--- config.mk ---
export PLATFORM = sky130hd
export DESIGN_NAME = weekly_sunrise_alarm_ramp
export DESIGN_NICKNAME = d
export VERILOG_FILES = /design/src/rtl/wsar_pkg.sv /design/src/rtl/weekly_sunrise_alarm_ramp.sv /design/src/rtl/wsar_ctrl.sv /design/src/rtl/wsar_dp.sv
export SDC_FILE = /design/constraint.sdc
export NUM_CORES = 1
export LEC_CHECK = 0
export BUFFER_PORTS_ARGS = -buffer_cell sky130_fd_sc_hd__buf_4
export CAP_MARGIN = 20
export CELL_PAD_IN_SITES_DETAIL_PLACEMENT = 1
export CELL_PAD_IN_SITES_GLOBAL_PLACEMENT = 2
export CORE_MARGIN = 1
export CORE_UTILIZATION = 40
export CTS_BUF_LIST = sky130_fd_sc_hd__clkbuf_16
export DETAILED_ROUTE_END_ITERATION = 16
export PLACE_DENSITY = 0.87
export SLEW_MARGIN = 20
export SYNTH_ARGS = -nofsm -noshare
export SYNTH_HDL_FRONTEND = slang
export SYNTH_SLANG_ARGS = --single-unit
--- constraint.sdc ---
create_clock -name i_clk -period 14.95 [get_ports i_clk]
set_clock_uncertainty 0.2 [all_clocks]
set_input_delay 1.495 -clock i_clk [delete_from_list [all_inputs] [get_ports i_clk]]
set_output_delay 1.495 -clock i_clk [all_outputs]
set_load 0.02 [all_outputs]
--- src/rtl/wsar_pkg.sv ---
`timescale 1ns / 1ps

package wsar_pkg;

    localparam logic [1:0]  REQ_TICK     = 2'd0;
    localparam logic [1:0]  REQ_DISMISS  = 2'd1;
    localparam logic [1:0]  REQ_TEST     = 2'd2;

    localparam logic [2:0]  CFG_ALARM_ENABLE = 3'd0;
    localparam logic [2:0]  CFG_DAY_MASK     = 3'd1;
    localparam logic [2:0]  CFG_RING_MINUTE  = 3'd2;
    localparam logic [2:0]  CFG_HOLD_MINUTES = 3'd3;
    localparam logic [2:0]  CFG_RAMP_MINUTES = 3'd4;

    localparam logic [13:0] WEEK_MIN     = 14'd10080;
    localparam logic [10:0] DAY_MIN      = 11'd1440;
    localparam logic [5:0]  SEC_PER_MIN  = 6'd60;
    localparam logic [19:0] WEEK_S       = 20'd604800;
    localparam logic [31:0] TEST_RAMP_MS = 32'd60000;
    localparam logic [31:0] TEST_END_MS  = 32'd80000;
    localparam logic [12:0] FULL         = 13'd4096;
    localparam logic [7:0]  LVL_MAX      = 8'd255;

    localparam logic [2:0]  DAY_LAST     = 3'd6;
    localparam logic [3:0]  DIV_LAST     = 4'd11;

    typedef struct packed {
        logic [1:0]  req_type;
        logic        time_valid;
        logic [2:0]  weekday;
        logic [10:0] minute_of_day;
        logic [5:0]  second;
        logic [31:0] now_ms;
    } t_in_word;

    typedef struct packed {
        logic        active;
        logic [12:0] progress;
        logic [7:0]  level;
    } t_out_word;

    typedef struct packed {
        logic       load;
        logic       prep;
        logic       dis_step;
        logic       test_clear;
        logic       test_div;
        logic       day_clear_dis;
        logic       day_div;
        logic       full;
        logic       div_step;
        logic       sq;
        logic       lvl;
        logic       inactive;
        logic       out_load;
        logic [2:0] day;
    } t_cmd;

    typedef struct packed {
        logic dis_scan;
        logic test_on;
        logic test_ramp;
        logic test_hold;
        logic eval_ok;
        logic day_on;
        logic dis_match;
        logic in_hold;
        logic in_ramp;
    } t_stat;

endpackage

--- src/rtl/weekly_sunrise_alarm_ramp.sv ---
`timescale 1ns / 1ps

// weekly sunrise alarm ramp
// input channel (i_in_valid / o_in_ready / i_in_word): one word per tick,
//   dismiss or test start request, with time of week and millisecond stamp
// output channel (o_out_valid / i_out_ready / o_out_word): one word per input
//   word with active flag, Q1.12 progress and brightness level
// config channel (i_cfg_valid / o_cfg_ready / i_cfg_index / i_cfg_data):
//   always ready; user must write only while no word is in flight, not enforced
// a word goes through load and prep, then as needed the day scans (up to 7
//   days each for dismiss and alarm check), the radix-2 progress divider and
//   the square and level steps, before its result is registered
// one word at a time: the next word is accepted the cycle after its
//   predecessor's result is registered
// a finished result waits in the output register; a new word is accepted
//   meanwhile, and its result is held in the datapath while the controller
//   waits until the output register frees up
// reset: config returns to disabled, 07:00 ring, 10 min hold, 30 min ramp;
//   dismissal and test sunrise are cleared
module weekly_sunrise_alarm_ramp (
    input  logic                i_clk,
    input  logic                i_rst_n,
    input  logic                i_in_valid,
    output logic                o_in_ready,
    input  wsar_pkg::t_in_word  i_in_word,
    output logic                o_out_valid,
    input  logic                i_out_ready,
    output wsar_pkg::t_out_word o_out_word,
    input  logic                i_cfg_valid,
    output logic                o_cfg_ready,
    input  logic [2:0]          i_cfg_index,
    input  logic [10:0]         i_cfg_data
);
    import wsar_pkg::*;

    t_cmd  w_cmd;
    t_stat w_stat;

    wsar_ctrl u_ctrl (
        .i_clk       (i_clk),
        .i_rst_n     (i_rst_n),
        .i_in_valid  (i_in_valid),
        .o_in_ready  (o_in_ready),
        .o_out_valid (o_out_valid),
        .i_out_ready (i_out_ready),
        .i_stat      (w_stat),
        .o_cmd       (w_cmd)
    );

    wsar_dp u_dp (
        .i_clk       (i_clk),
        .i_rst_n     (i_rst_n),
        .i_cfg_valid (i_cfg_valid),
        .i_cfg_index (i_cfg_index),
        .i_cfg_data  (i_cfg_data),
        .i_in_word   (i_in_word),
        .i_cmd       (w_cmd),
        .o_stat      (w_stat),
        .o_out_word  (o_out_word)
    );

    assign o_cfg_ready = 1'b1;

endmodule

--- src/rtl/wsar_ctrl.sv ---
`timescale 1ns / 1ps

module wsar_ctrl (
    input  logic          i_clk,
    input  logic          i_rst_n,
    input  logic          i_in_valid,
    output logic          o_in_ready,
    output logic          o_out_valid,
    input  logic          i_out_ready,
    input  wsar_pkg::t_stat i_stat,
    output wsar_pkg::t_cmd  o_cmd
);
    import wsar_pkg::*;

    typedef enum logic [3:0] {
        S_IDLE,
        S_PREP,
        S_DIS,
        S_TEST,
        S_CHECK,
        S_SCAN,
        S_DIV,
        S_SQ,
        S_LVL,
        S_FIN
    } t_state;

    t_state     r_state, n_state;
    logic [2:0] r_day, n_day;
    logic [3:0] r_cnt, n_cnt;
    logic       r_out_valid, n_out_valid;
    t_cmd       w_cmd;

    always_comb begin
        n_state     = r_state;
        n_day       = r_day;
        n_cnt       = r_cnt;
        n_out_valid = r_out_valid;
        w_cmd       = '0;
        w_cmd.day   = r_day;
        if (r_out_valid && i_out_ready) begin
            n_out_valid = 1'b0;
        end
        unique case (r_state)
            S_IDLE: begin
                if (i_in_valid) begin
                    w_cmd.load = 1'b1;
                    n_state    = S_PREP;
                end
            end
            S_PREP: begin
                w_cmd.prep = 1'b1;
                n_day      = 3'd0;
                n_state    = i_stat.dis_scan ? S_DIS : S_TEST;
            end
            S_DIS: begin
                w_cmd.dis_step = 1'b1;
                if (r_day == DAY_LAST) begin
                    n_state = S_TEST;
                end else begin
                    n_day = r_day + 3'd1;
                end
            end
            S_TEST: begin
                if (!i_stat.test_on) begin
                    n_state = S_CHECK;
                end else if (i_stat.test_ramp) begin
                    w_cmd.test_div = 1'b1;
                    n_cnt          = 4'd0;
                    n_state        = S_DIV;
                end else if (i_stat.test_hold) begin
                    w_cmd.full = 1'b1;
                    n_state    = S_SQ;
                end else begin
                    w_cmd.test_clear = 1'b1;
                    n_state          = S_CHECK;
                end
            end
            S_CHECK: begin
                n_day = 3'd0;
                if (i_stat.eval_ok) begin
                    n_state = S_SCAN;
                end else begin
                    w_cmd.inactive = 1'b1;
                    n_state        = S_FIN;
                end
            end
            S_SCAN: begin
                if (i_stat.day_on && !i_stat.dis_match && i_stat.in_hold) begin
                    w_cmd.full = 1'b1;
                    n_state    = S_SQ;
                end else if (i_stat.day_on && !i_stat.dis_match && i_stat.in_ramp) begin
                    w_cmd.day_div = 1'b1;
                    n_cnt         = 4'd0;
                    n_state       = S_DIV;
                end else begin
                    // dismissed ring outside its window is forgotten
                    if (i_stat.day_on && i_stat.dis_match
                            && !i_stat.in_hold && !i_stat.in_ramp) begin
                        w_cmd.day_clear_dis = 1'b1;
                    end
                    if (r_day == DAY_LAST) begin
                        w_cmd.inactive = 1'b1;
                        n_state        = S_FIN;
                    end else begin
                        n_day = r_day + 3'd1;
                    end
                end
            end
            S_DIV: begin
                w_cmd.div_step = 1'b1;
                if (r_cnt == DIV_LAST) begin
                    n_state = S_SQ;
                end else begin
                    n_cnt = r_cnt + 4'd1;
                end
            end
            S_SQ: begin
                w_cmd.sq = 1'b1;
                n_state  = S_LVL;
            end
            S_LVL: begin
                w_cmd.lvl = 1'b1;
                n_state   = S_FIN;
            end
            S_FIN: begin
                if (!r_out_valid || i_out_ready) begin
                    w_cmd.out_load = 1'b1;
                    n_out_valid    = 1'b1;
                    n_state        = S_IDLE;
                end
            end
            default: begin
                n_state = S_IDLE;
            end
        endcase
    end

    always_ff @(posedge i_clk) begin
        if (!i_rst_n) begin
            r_state     <= S_IDLE;
            r_day       <= 3'd0;
            r_cnt       <= 4'd0;
            r_out_valid <= 1'b0;
        end else begin
            r_state     <= n_state;
            r_day       <= n_day;
            r_cnt       <= n_cnt;
            r_out_valid <= n_out_valid;
        end
    end

    assign o_cmd       = w_cmd;
    assign o_in_ready  = (r_state == S_IDLE);
    assign o_out_valid = r_out_valid;

endmodule

--- src/rtl/wsar_dp.sv ---
`timescale 1ns / 1ps

module wsar_dp (
    input  logic               i_clk,
    input  logic               i_rst_n,
    input  logic               i_cfg_valid,
    input  logic [2:0]         i_cfg_index,
    input  logic [10:0]        i_cfg_data,
    input  wsar_pkg::t_in_word i_in_word,
    input  wsar_pkg::t_cmd     i_cmd,
    output wsar_pkg::t_stat    o_stat,
    output wsar_pkg::t_out_word o_out_word
);
    import wsar_pkg::*;

    // configuration
    logic        r_alarm_enable;
    logic [6:0]  r_day_mask;
    logic [10:0] r_ring_minute;
    logic [10:0] r_hold_minutes;
    logic [10:0] r_ramp_minutes;

    // alarm state
    logic        r_dis_valid;
    logic [13:0] r_dis_ring;
    logic        r_test_run;
    logic [31:0] r_test_start;

    // per word datapath
    t_in_word    r_in;
    logic [19:0] r_now_s;
    logic [13:0] r_now_m;
    logic [17:0] r_rem;
    logic [16:0] r_dvs;
    logic [12:0] r_prog;
    logic [25:0] r_sq;
    logic [7:0]  r_lvl;
    logic        r_act;
    t_out_word   r_out;

    logic [13:0] w_now_m_raw, w_now_m;
    logic [19:0] w_now_s_raw, w_now_s;
    logic [16:0] w_hold_s, w_ramp_s, w_ramp_div;
    logic [13:0] w_ring, w_ring_m, w_since;
    logic [19:0] w_ring_x60, w_ring_s, w_s, w_b;
    logic        w_in_hold, w_in_ramp, w_dis_hit;
    logic [31:0] w_e;
    logic [17:0] w_trial;
    logic        w_take;
    logic [33:0] w_prod;
    logic [9:0]  w_lvl_sum;

    always_comb begin
        w_now_m_raw = 14'(r_in.weekday) * 14'(DAY_MIN) + 14'(r_in.minute_of_day);
        w_now_m     = (w_now_m_raw >= WEEK_MIN) ? w_now_m_raw - WEEK_MIN : w_now_m_raw;
        w_now_s_raw = 20'(w_now_m_raw) * 20'(SEC_PER_MIN) + 20'(r_in.second);
        w_now_s     = (w_now_s_raw >= WEEK_S) ? w_now_s_raw - WEEK_S : w_now_s_raw;

        w_hold_s   = 17'(r_hold_minutes) * 17'(SEC_PER_MIN);
        w_ramp_s   = 17'(r_ramp_minutes) * 17'(SEC_PER_MIN);
        w_ramp_div = (r_ramp_minutes == 11'd0) ? 17'(SEC_PER_MIN) : w_ramp_s;

        w_ring     = 14'(i_cmd.day) * 14'(DAY_MIN) + 14'(r_ring_minute);
        w_ring_x60 = 20'(w_ring) * 20'(SEC_PER_MIN);
        w_ring_s   = (w_ring_x60 >= WEEK_S) ? w_ring_x60 - WEEK_S : w_ring_x60;
        // wraps inside 20 bits, the true distance always fits
        w_s        = (r_now_s >= w_ring_s) ? r_now_s - w_ring_s
                                           : r_now_s + WEEK_S - w_ring_s;
        w_b        = WEEK_S - w_s;
        w_in_hold  = w_s < {3'b0, w_hold_s};
        w_in_ramp  = w_b <= {3'b0, w_ramp_s};

        w_ring_m   = (w_ring >= WEEK_MIN) ? w_ring - WEEK_MIN : w_ring;
        w_since    = (r_now_m >= w_ring_m) ? r_now_m - w_ring_m
                                           : r_now_m + WEEK_MIN - w_ring_m;
        w_dis_hit  = (w_since < 14'(r_hold_minutes))
                  || ((WEEK_MIN - w_since) <= 14'(r_ramp_minutes));

        w_e        = r_in.now_ms - r_test_start;

        w_trial    = {r_rem[16:0], 1'b0};
        w_take     = w_trial >= {1'b0, r_dvs};

        // times 254 as shift and subtract
        w_prod     = {r_sq, 8'b0} - {7'b0, r_sq, 1'b0};
        w_lvl_sum  = 10'd1 + w_prod[33:24];
    end

    always_ff @(posedge i_clk) begin
        if (!i_rst_n) begin
            r_alarm_enable <= 1'b0;
            r_day_mask     <= 7'd0;
            r_ring_minute  <= 11'd420;
            r_hold_minutes <= 11'd10;
            r_ramp_minutes <= 11'd30;
            r_dis_valid    <= 1'b0;
            r_dis_ring     <= 14'd0;
            r_test_run     <= 1'b0;
            r_test_start   <= 32'd0;
        end else begin
            if (i_cfg_valid) begin
                unique case (i_cfg_index)
                    CFG_ALARM_ENABLE: r_alarm_enable <= i_cfg_data[0];
                    CFG_DAY_MASK:     r_day_mask     <= i_cfg_data[6:0];
                    CFG_RING_MINUTE:  r_ring_minute  <= i_cfg_data;
                    CFG_HOLD_MINUTES: r_hold_minutes <= i_cfg_data;
                    CFG_RAMP_MINUTES: r_ramp_minutes <= i_cfg_data;
                    default: begin
                    end
                endcase
            end
            if (i_cmd.prep) begin
                if (r_in.req_type == REQ_DISMISS) begin
                    r_test_run <= 1'b0;
                end else if (r_in.req_type == REQ_TEST) begin
                    r_test_run   <= 1'b1;
                    r_test_start <= r_in.now_ms;
                end
            end
            if (i_cmd.test_clear) begin
                r_test_run <= 1'b0;
            end
            if (i_cmd.dis_step && w_dis_hit) begin
                r_dis_ring  <= w_ring;
                r_dis_valid <= 1'b1;
            end
            if (i_cmd.day_clear_dis) begin
                r_dis_valid <= 1'b0;
            end
        end
    end

    always_ff @(posedge i_clk) begin
        if (i_cmd.load) begin
            r_in <= i_in_word;
        end
        if (i_cmd.prep) begin
            r_now_s <= w_now_s;
            r_now_m <= w_now_m;
        end
        if (i_cmd.test_div) begin
            r_rem  <= 18'(w_e[15:0]);
            r_dvs  <= 17'(TEST_RAMP_MS);
            r_prog <= 13'd0;
        end
        if (i_cmd.day_div) begin
            r_rem  <= 18'(w_ramp_div - w_b[16:0]);
            r_dvs  <= w_ramp_div;
            r_prog <= 13'd0;
        end
        if (i_cmd.div_step) begin
            r_rem  <= w_take ? w_trial - {1'b0, r_dvs} : w_trial;
            r_prog <= {r_prog[11:0], w_take};
        end
        if (i_cmd.full) begin
            r_prog <= FULL;
        end
        if (i_cmd.sq) begin
            r_sq <= 26'(r_prog) * 26'(r_prog);
        end
        if (i_cmd.lvl) begin
            r_lvl <= (w_lvl_sum > 10'(LVL_MAX)) ? LVL_MAX : w_lvl_sum[7:0];
            r_act <= 1'b1;
        end
        if (i_cmd.inactive) begin
            r_act  <= 1'b0;
            r_prog <= 13'd0;
            r_lvl  <= 8'd0;
        end
        if (i_cmd.out_load) begin
            r_out.active   <= r_act;
            r_out.progress <= r_prog;
            r_out.level    <= r_lvl;
        end
    end

    always_comb begin
        o_stat.dis_scan  = (r_in.req_type == REQ_DISMISS) && r_in.time_valid;
        o_stat.test_on   = r_test_run;
        o_stat.test_ramp = w_e < TEST_RAMP_MS;
        o_stat.test_hold = w_e < TEST_END_MS;
        o_stat.eval_ok   = r_alarm_enable && r_in.time_valid;
        o_stat.day_on    = r_day_mask[i_cmd.day];
        o_stat.dis_match = r_dis_valid && (r_dis_ring == w_ring);
        o_stat.in_hold   = w_in_hold;
        o_stat.in_ramp   = w_in_ramp;
    end

    assign o_out_word = r_out;

endmodule
After elaboration in Yosys (flattened, before gate mapping)
Index checks and enable logic that the tools add are counted.
Operators by class
  add/sub/neg operators: 22
  $mul: 7
  div/mod/pow operators: 0
  order comparisons: 15
  equal/unequal tests: 29
  shift operators: 0
  muxes and demuxes: 77
  bitwise operators: 2
  reductions and logical operators: 40
Operators by type and width (number)
  two-way mux 17 bit: 7
  two-way mux 20 bit: 3
  two-way mux 4 bit: 14
  two-way mux 13 bit: 4
  two-way mux 14 bit: 3
  greater-or-equal comparator 20 bit, second input constant: 2
  one-hot mux 4 bit (10 select lines): 1
  subtractor 20 bit: 2
  subtractor 20 bit, second input constant: 2
  multiplier 14 x 4 -> 18 bit, second input constant: 2
  subtractor 17 bit: 2
  subtractor 34 x 27 -> 34 bit: 1
  less-than comparator 32 x 16 -> 1 bit, second input constant: 1
  less-than comparator 32 x 17 -> 1 bit, second input constant: 1
  subtractor 32 bit: 1
  multiplier 11 x 4 -> 15 bit, second input constant: 2
  two-way mux 1 bit: 30
  adder 14 x 11 -> 14 bit: 2
  greater-or-equal comparator 14 bit, second input constant: 2
  subtractor 14 bit: 2
  subtractor 14 bit, second input constant: 2
  multiplier 13 x 13 -> 26 bit: 1
  adder 20 bit, second input constant: 1
  adder 20 x 6 -> 20 bit: 1
  51 further kinds: 103
Storage, ports and cells
  bits in registers: 294
  bits in latches: 0
  bits in writable memories: 0
  ROM bits: 0
  logic and storage cells: 223
  memories kept: 0

Longest topological paths before layout
  depth after elaboration: 18
  mapped depth: 52
  gate-level depth less buffers: 50

Modules after synthesis
A second synthesis with hierarchy kept.
Second synthesis, totals
  cells, all modules: 3629
  area, all modules: 32657.6 um^2
By module, submodules not included
  wsar_dp: instances 1, cells an instance 3492, area each 31599.1 um^2
  wsar_ctrl: instances 1, cells an instance 135, area each 1047.3 um^2
  weekly_sunrise_alarm_ramp: instances 1, cells an instance 2, area each 11.3 um^2

Worst setup path after synthesis
Ideal clock, no wire load.
  kind: register -> register
  start point: reg u_ctrl.r_day[0]
  end point: reg u_dp.r_rem[0] (enable)
  setup time: 374 ps
  arrival: 11089 ps
  data required time: 14376 ps
  slack: 3287 ps
  stages on the path, launching flop included: 47
  path buffers: 3
  cells stage by stage: dfxtp_1 inv_1 ha_1 inv_1 ha_1 inv_1 fa_1 inv_1 ha_1 xor2_1 inv_1 fa_1 inv_1 fa_1 ha_1 and2_1 a311oi_1 xnor2_1 [11 not listed] clkbuf_1 mux2i_1 nand3_1 xnor2_1 ha_1 a21o_1 a21o_1 a211oi_1 o21ai_0 a221oi_1 a21oi_1 a2111o_1 a21oi_2 nand2_1 and2_1 buf_2 buf_6 nand2_1
Between the ends
  cells in the longest elaborated chain, start to end: 14
  elaborated cells between the ends (all ways): 25
  those cells by class: 5 x add/sub; 2 x mul; 4 x order compare; 1 x eq/ne; 7 x mux; 6 x reduce/logical
RTL lines
  start, declared: line wsar_ctrl.sv:29  | logic [2:0] r_day, n_day;
  start signal, assigned: line wsar_ctrl.sv:147  | r_day <= n_day;
  multiplier 3 x 6 -> 9 bit (*): line wsar_dp.sv:63  | w_ring = 14'(i_cmd.day) * 14'(DAY_MIN) + 14'(r_ring_minute);
  adder 14 x 11 -> 14 bit (*): line wsar_dp.sv:63
  via u_dp.w_ring[9]: line wsar_dp.sv:44  | logic [13:0] w_ring, w_ring_m, w_since;
  multiplier 14 x 4 -> 18 bit: line wsar_dp.sv:64  | w_ring_x60 = 20'(w_ring) * 20'(SEC_PER_MIN);
  subtractor 20 bit or greater-or-equal comparator 20 bit (tied branches): line wsar_dp.sv:65  | w_ring_s = (w_ring_x60 >= WEEK_S) ? w_ring_x60 - WEEK_S : w_ring_x60;
  two-way mux 20 bit: line wsar_dp.sv:65
  subtractor 20 bit, or another cell as far along: line wsar_dp.sv:68  | : r_now_s + WEEK_S - w_ring_s;
  two-way mux 20 bit: line wsar_dp.sv:67  | w_s = (r_now_s >= w_ring_s) ? r_now_s - w_ring_s
  subtractor 20 bit: line wsar_dp.sv:69  | w_b = WEEK_S - w_s;
  less-or-equal comparator 20 x 17 -> 1 bit: line wsar_dp.sv:71  | w_in_ramp = w_b <= {3'b0, w_ramp_s};
  logical AND 1 bit: line wsar_ctrl.sv:92  | end else if (i_stat.day_on && !i_stat.dis_match && i_stat.in_ramp) begin
  two-way mux 1 bit: line wsar_ctrl.sv:92
  two-way mux 2 bit (*): line wsar_ctrl.sv:89  | if (i_stat.day_on && !i_stat.dis_match && i_stat.in_hold) begin
  two-way mux 2 bit (*): line wsar_ctrl.sv:44  | unique case (r_state)
  nonzero test 3 bit (no line) (*)
  end signal, assigned: line wsar_dp.sv:142  | r_rem <= 18'(w_e[15:0]);
  end signal, assigned: line wsar_dp.sv:147  | r_rem <= 18'(w_ramp_div - w_b[16:0]);
  end signal, assigned: line wsar_dp.sv:152  | r_rem <= w_take ? w_trial - {1'b0, r_dvs} : w_trial;
  end, declared: line wsar_dp.sv:33  | logic [17:0] r_rem;
The timed path passes the listed nets; every way through them passes the cells marked *. The select of a mux whose other input is x is not followed.
A chain may end at the register's enable or synchronous reset.

Worst setup path after layout
  start point: reg u_ctrl.r_day[0]
  end point: reg u_dp.r_dvs[11] (enable)
Between the ends
  cells in the longest elaborated chain, start to end: 14
  elaborated cells between the ends (all ways): 25
  those cells by class: 5 x add/sub; 2 x mul; 4 x order compare; 1 x eq/ne; 7 x mux; 6 x reduce/logical
RTL lines
  multiplier 3 x 6 -> 9 bit (*): line wsar_dp.sv:63
  adder 14 x 11 -> 14 bit (*): line wsar_dp.sv:63
  via u_dp.w_ring[9]: line wsar_dp.sv:44
  multiplier 14 x 4 -> 18 bit: line wsar_dp.sv:64
  subtractor 20 bit or greater-or-equal comparator 20 bit (tied branches): line wsar_dp.sv:65
  two-way mux 20 bit: line wsar_dp.sv:65
  subtractor 20 bit, or another cell as far along: line wsar_dp.sv:68
  two-way mux 20 bit: line wsar_dp.sv:67
  subtractor 20 bit: line wsar_dp.sv:69
  less-or-equal comparator 20 x 17 -> 1 bit: line wsar_dp.sv:71
  logical AND 1 bit: line wsar_ctrl.sv:92
  two-way mux 1 bit: line wsar_ctrl.sv:92
  two-way mux 2 bit (*): line wsar_ctrl.sv:89
  two-way mux 2 bit (*): line wsar_ctrl.sv:44
  nonzero test 2 bit (no line) (*)
  end signal, assigned: line wsar_dp.sv:143  | r_dvs <= 17'(TEST_RAMP_MS);
  end signal, assigned: line wsar_dp.sv:148  | r_dvs <= w_ramp_div;
  end, declared: line wsar_dp.sv:34  | logic [16:0] r_dvs;
Marks and branches as above.

==> flow_summary.ini <==
[status]
status = completed

[drt]
drt_iter0_drc = 1146
drc = 0
routedWlPerCell_um = 18.68
ant_nets = 0
drt_wl_total_mm = 87.04
first_pass_iters = 5
vias = 25190
vias_per_cell = 5.407

[floorplanning]
dieArea_mm2 = 0.08032
rows = 102
core-area_mm2 = 0.07785
die_x_um = 283.4
io_pins = 99
start_util_pct = 40.69
chipHeight_um = 283.4

[timing]
drv_slew = 0
rsz0062_at_grt = false
period_share_pct = 88.66
finalSetupViolCount = 0
fin_tns_setup_ns = 0
finalHoldViolCount = 0
fmax_mhz = 75.44
finalCriticalPeriod_ns = 13.25
relSlewSlack_pct = 34.31
worstMarginPinSlew_ns = 0.9764

[hold_path]
min_path_cells = 0
hold_path_class = reg2reg

[grt]
overflow = 0
grt_max_degree = 73
grt_use_total_pct = 21.61
grt_pass1_vias = 26530
antenna_found_initial = 1
grt_pass1_wl_mm = 141.4

[worst_setup_path]
cp_data_arrival_time_ns = 13.26
crit_path_end_kind = register
worstPathMaxFanout = 21
path_class = reg2reg
reg2reg_depth = 46
crit_path_max_incr_delay_ns = 0.66
cp_data_required_time_ns = 14.95
cp-start-kind = register
crit_slowest_cell = nand2_1

[synth]
yosysUniqueCellTypes = 100
seq_area_frac_synth_pct = 23.70
synth_nets = 4206
netlist_instances = 3505
ys_top_cells_by_area = ha_1 (17%), edfxtp_1 (16%), fa_1 (13%)
ys_ff_latch = 291
yosysTopAreaCellShare_pct = 16.51
synth_ff_type = edfxtp_1
syn_area_mm2 = 0.03168
synth_async_sr_flop_share_pct = 0
synth_edf_count = 168
avgSynthCellArea_um2 = 9.038
yosysWarnings = 0
yosys.area.top_type = ha_1

[place]
gp_congestion = 0.8967
port_buffers = 97
dp_hpwl_mm = 70.37

[clocking]
post_cts_resized = 0
ctsHoldBuffers = 0
cts-root-buf = clkbuf_16
clk_pin_slew_ns = 0.06
clock-sinks = 291
worstSkewPairLatency_ns = 0.58
cts_buffers = 38
htreeDepth = 2
postCtsSetupBuffers = 0
cts_max_path_buffers = 3
cts_tree = yes

[cells_and_area]
final_cell_mix = inv_1 (464), ha_1 (418), nand2_1 (317)
final_layout_size_suffix_gt1_share_pct = 6.908
n_antenna_cell = 0
final_common_cell = inv_1
final_nets = 4290
syn_to_final_growth_pct = 9.839

[run]
drv_cap = 0
## state kept, by name, indices dropped and copies added (netlist names), 3 cells and up
name,flops
u_dp.r_now_m,14
u_dp.r_sq,25
u_ctrl.r_state,4
u_dp.r_ring_minute,11
u_dp.r_dis_ring,14
u_dp.r_dvs,15
u_dp.r_now_s,20
u_dp.r_day_mask,7
u_dp.r_test_start,32
u_dp.r_hold_minutes,11
u_ctrl.r_cnt,4
u_dp.r_in,55
u_dp.r_ramp_minutes,11
u_dp.r_prog,13
u_dp.r_lvl,8
u_dp.r_rem,17
u_dp.o_out_word,22
u_ctrl.r_day,3
## worst paths after layout
| check | slack (ns) | to | start |
|---|---|---|---|
| worst max-delay path | 1.70 | u_dp.r_dvs[11]$_SDFFCE_PN1P_ | u_ctrl.r_day[0]$_SDFFE_PN0P_ |
| worst min-delay path | 0.23 | u_dp.o_out_word[1]$_DFFE_PP_ | u_dp.r_lvl[1]$_SDFFE_PP0P_ |
| worst max register to register | 1.70 | u_dp.r_dvs[11]$_SDFFCE_PN1P_ | u_ctrl.r_day[0]$_SDFFE_PN0P_ |
| worst min register to register | 0.23 | u_dp.o_out_word[1]$_DFFE_PP_ | u_dp.r_lvl[1]$_SDFFE_PP0P_ |
## logic make-up after synthesis
group	synth area share (%)
AND/OR/NAND/NOR	14.71
other	0.02371
adder cells (fa/ha/maj)	29.75
XOR/XNOR	7.659
flip-flops	23.70
multiplexers	1.675
AO/OA/AOI/OAI	15.99
buffers and inverters	6.498
## critical path, delay by kind of cell (launching register included)
kind | cells | cell delay (ns)
compound gates | 16 | 4.48
xor+xnor | 3 | 0.94
fa+ha+maj | 10 | 3.66
buf+inv | 7 | 0.68
flops | 1 | 0.53
mux | 1 | 0.36
simple gates | 9 | 2.03
## layout make-up
class | instances | area, um2
Clock buffer | 40 | 1001
Inverter | 458 | 1719
Tap cell | 1040 | 1301
Multi-Input combinational cell | 2680 | 22160
Timing Repair Buffer | 120 | 900.9
Fill cell | 9177 | 43060
Clock inverter | 30 | 201.4
Sequential cell | 291 | 7507
## through the flow
step	instance area (um2)	utilization (%)	worst slack [ns]	hold slack [ns]	instances
6_report	34790	44.69	1.695	0.2317	4659
3_5_place_dp	33580	43.14	1.789	0.2199	4589
5_1_grt	34790	44.69	0.8625	0.2456	4659
3_3_place_gp	33580	43.13	2.128	0.2167	4589
4_1_cts	34790	44.68	1.757	0.2330	4659
2_1_floorplan	31680	-	3.287	0.2003	3505
## per-layer routing
| metal | share of wire (%) | global-route usage, % |
|---|---|---|
| met1 | 47 | 28.85 |
| met2 | 49 | 37.87 |
| met3 | 2.3 | 1.897 |
| met4 | 1.7 | 4.568 |
| met5 | 0 | 0 |
## cells in the mapped netlist (all sizes together), types with 33 or more instances
cell type,number
a211oi,35
a21o,70
a21oi,243
and2,81
clkbuf,56
dfxtp,123
edfxtp,168
fa,209
ha,418
inv,458
mux2i,44
nand2,318
nand2b,39
nand3,62
nor2,196
nor2b,47
nor3,67
o211ai,33
o21a,34
o21ai,129
o21bai,34
xnor2,196
xor2,81
Power is left out: the tool's default activity adds up to more than one toggle a clock period on the data nets, which glitch-free logic cannot reach.
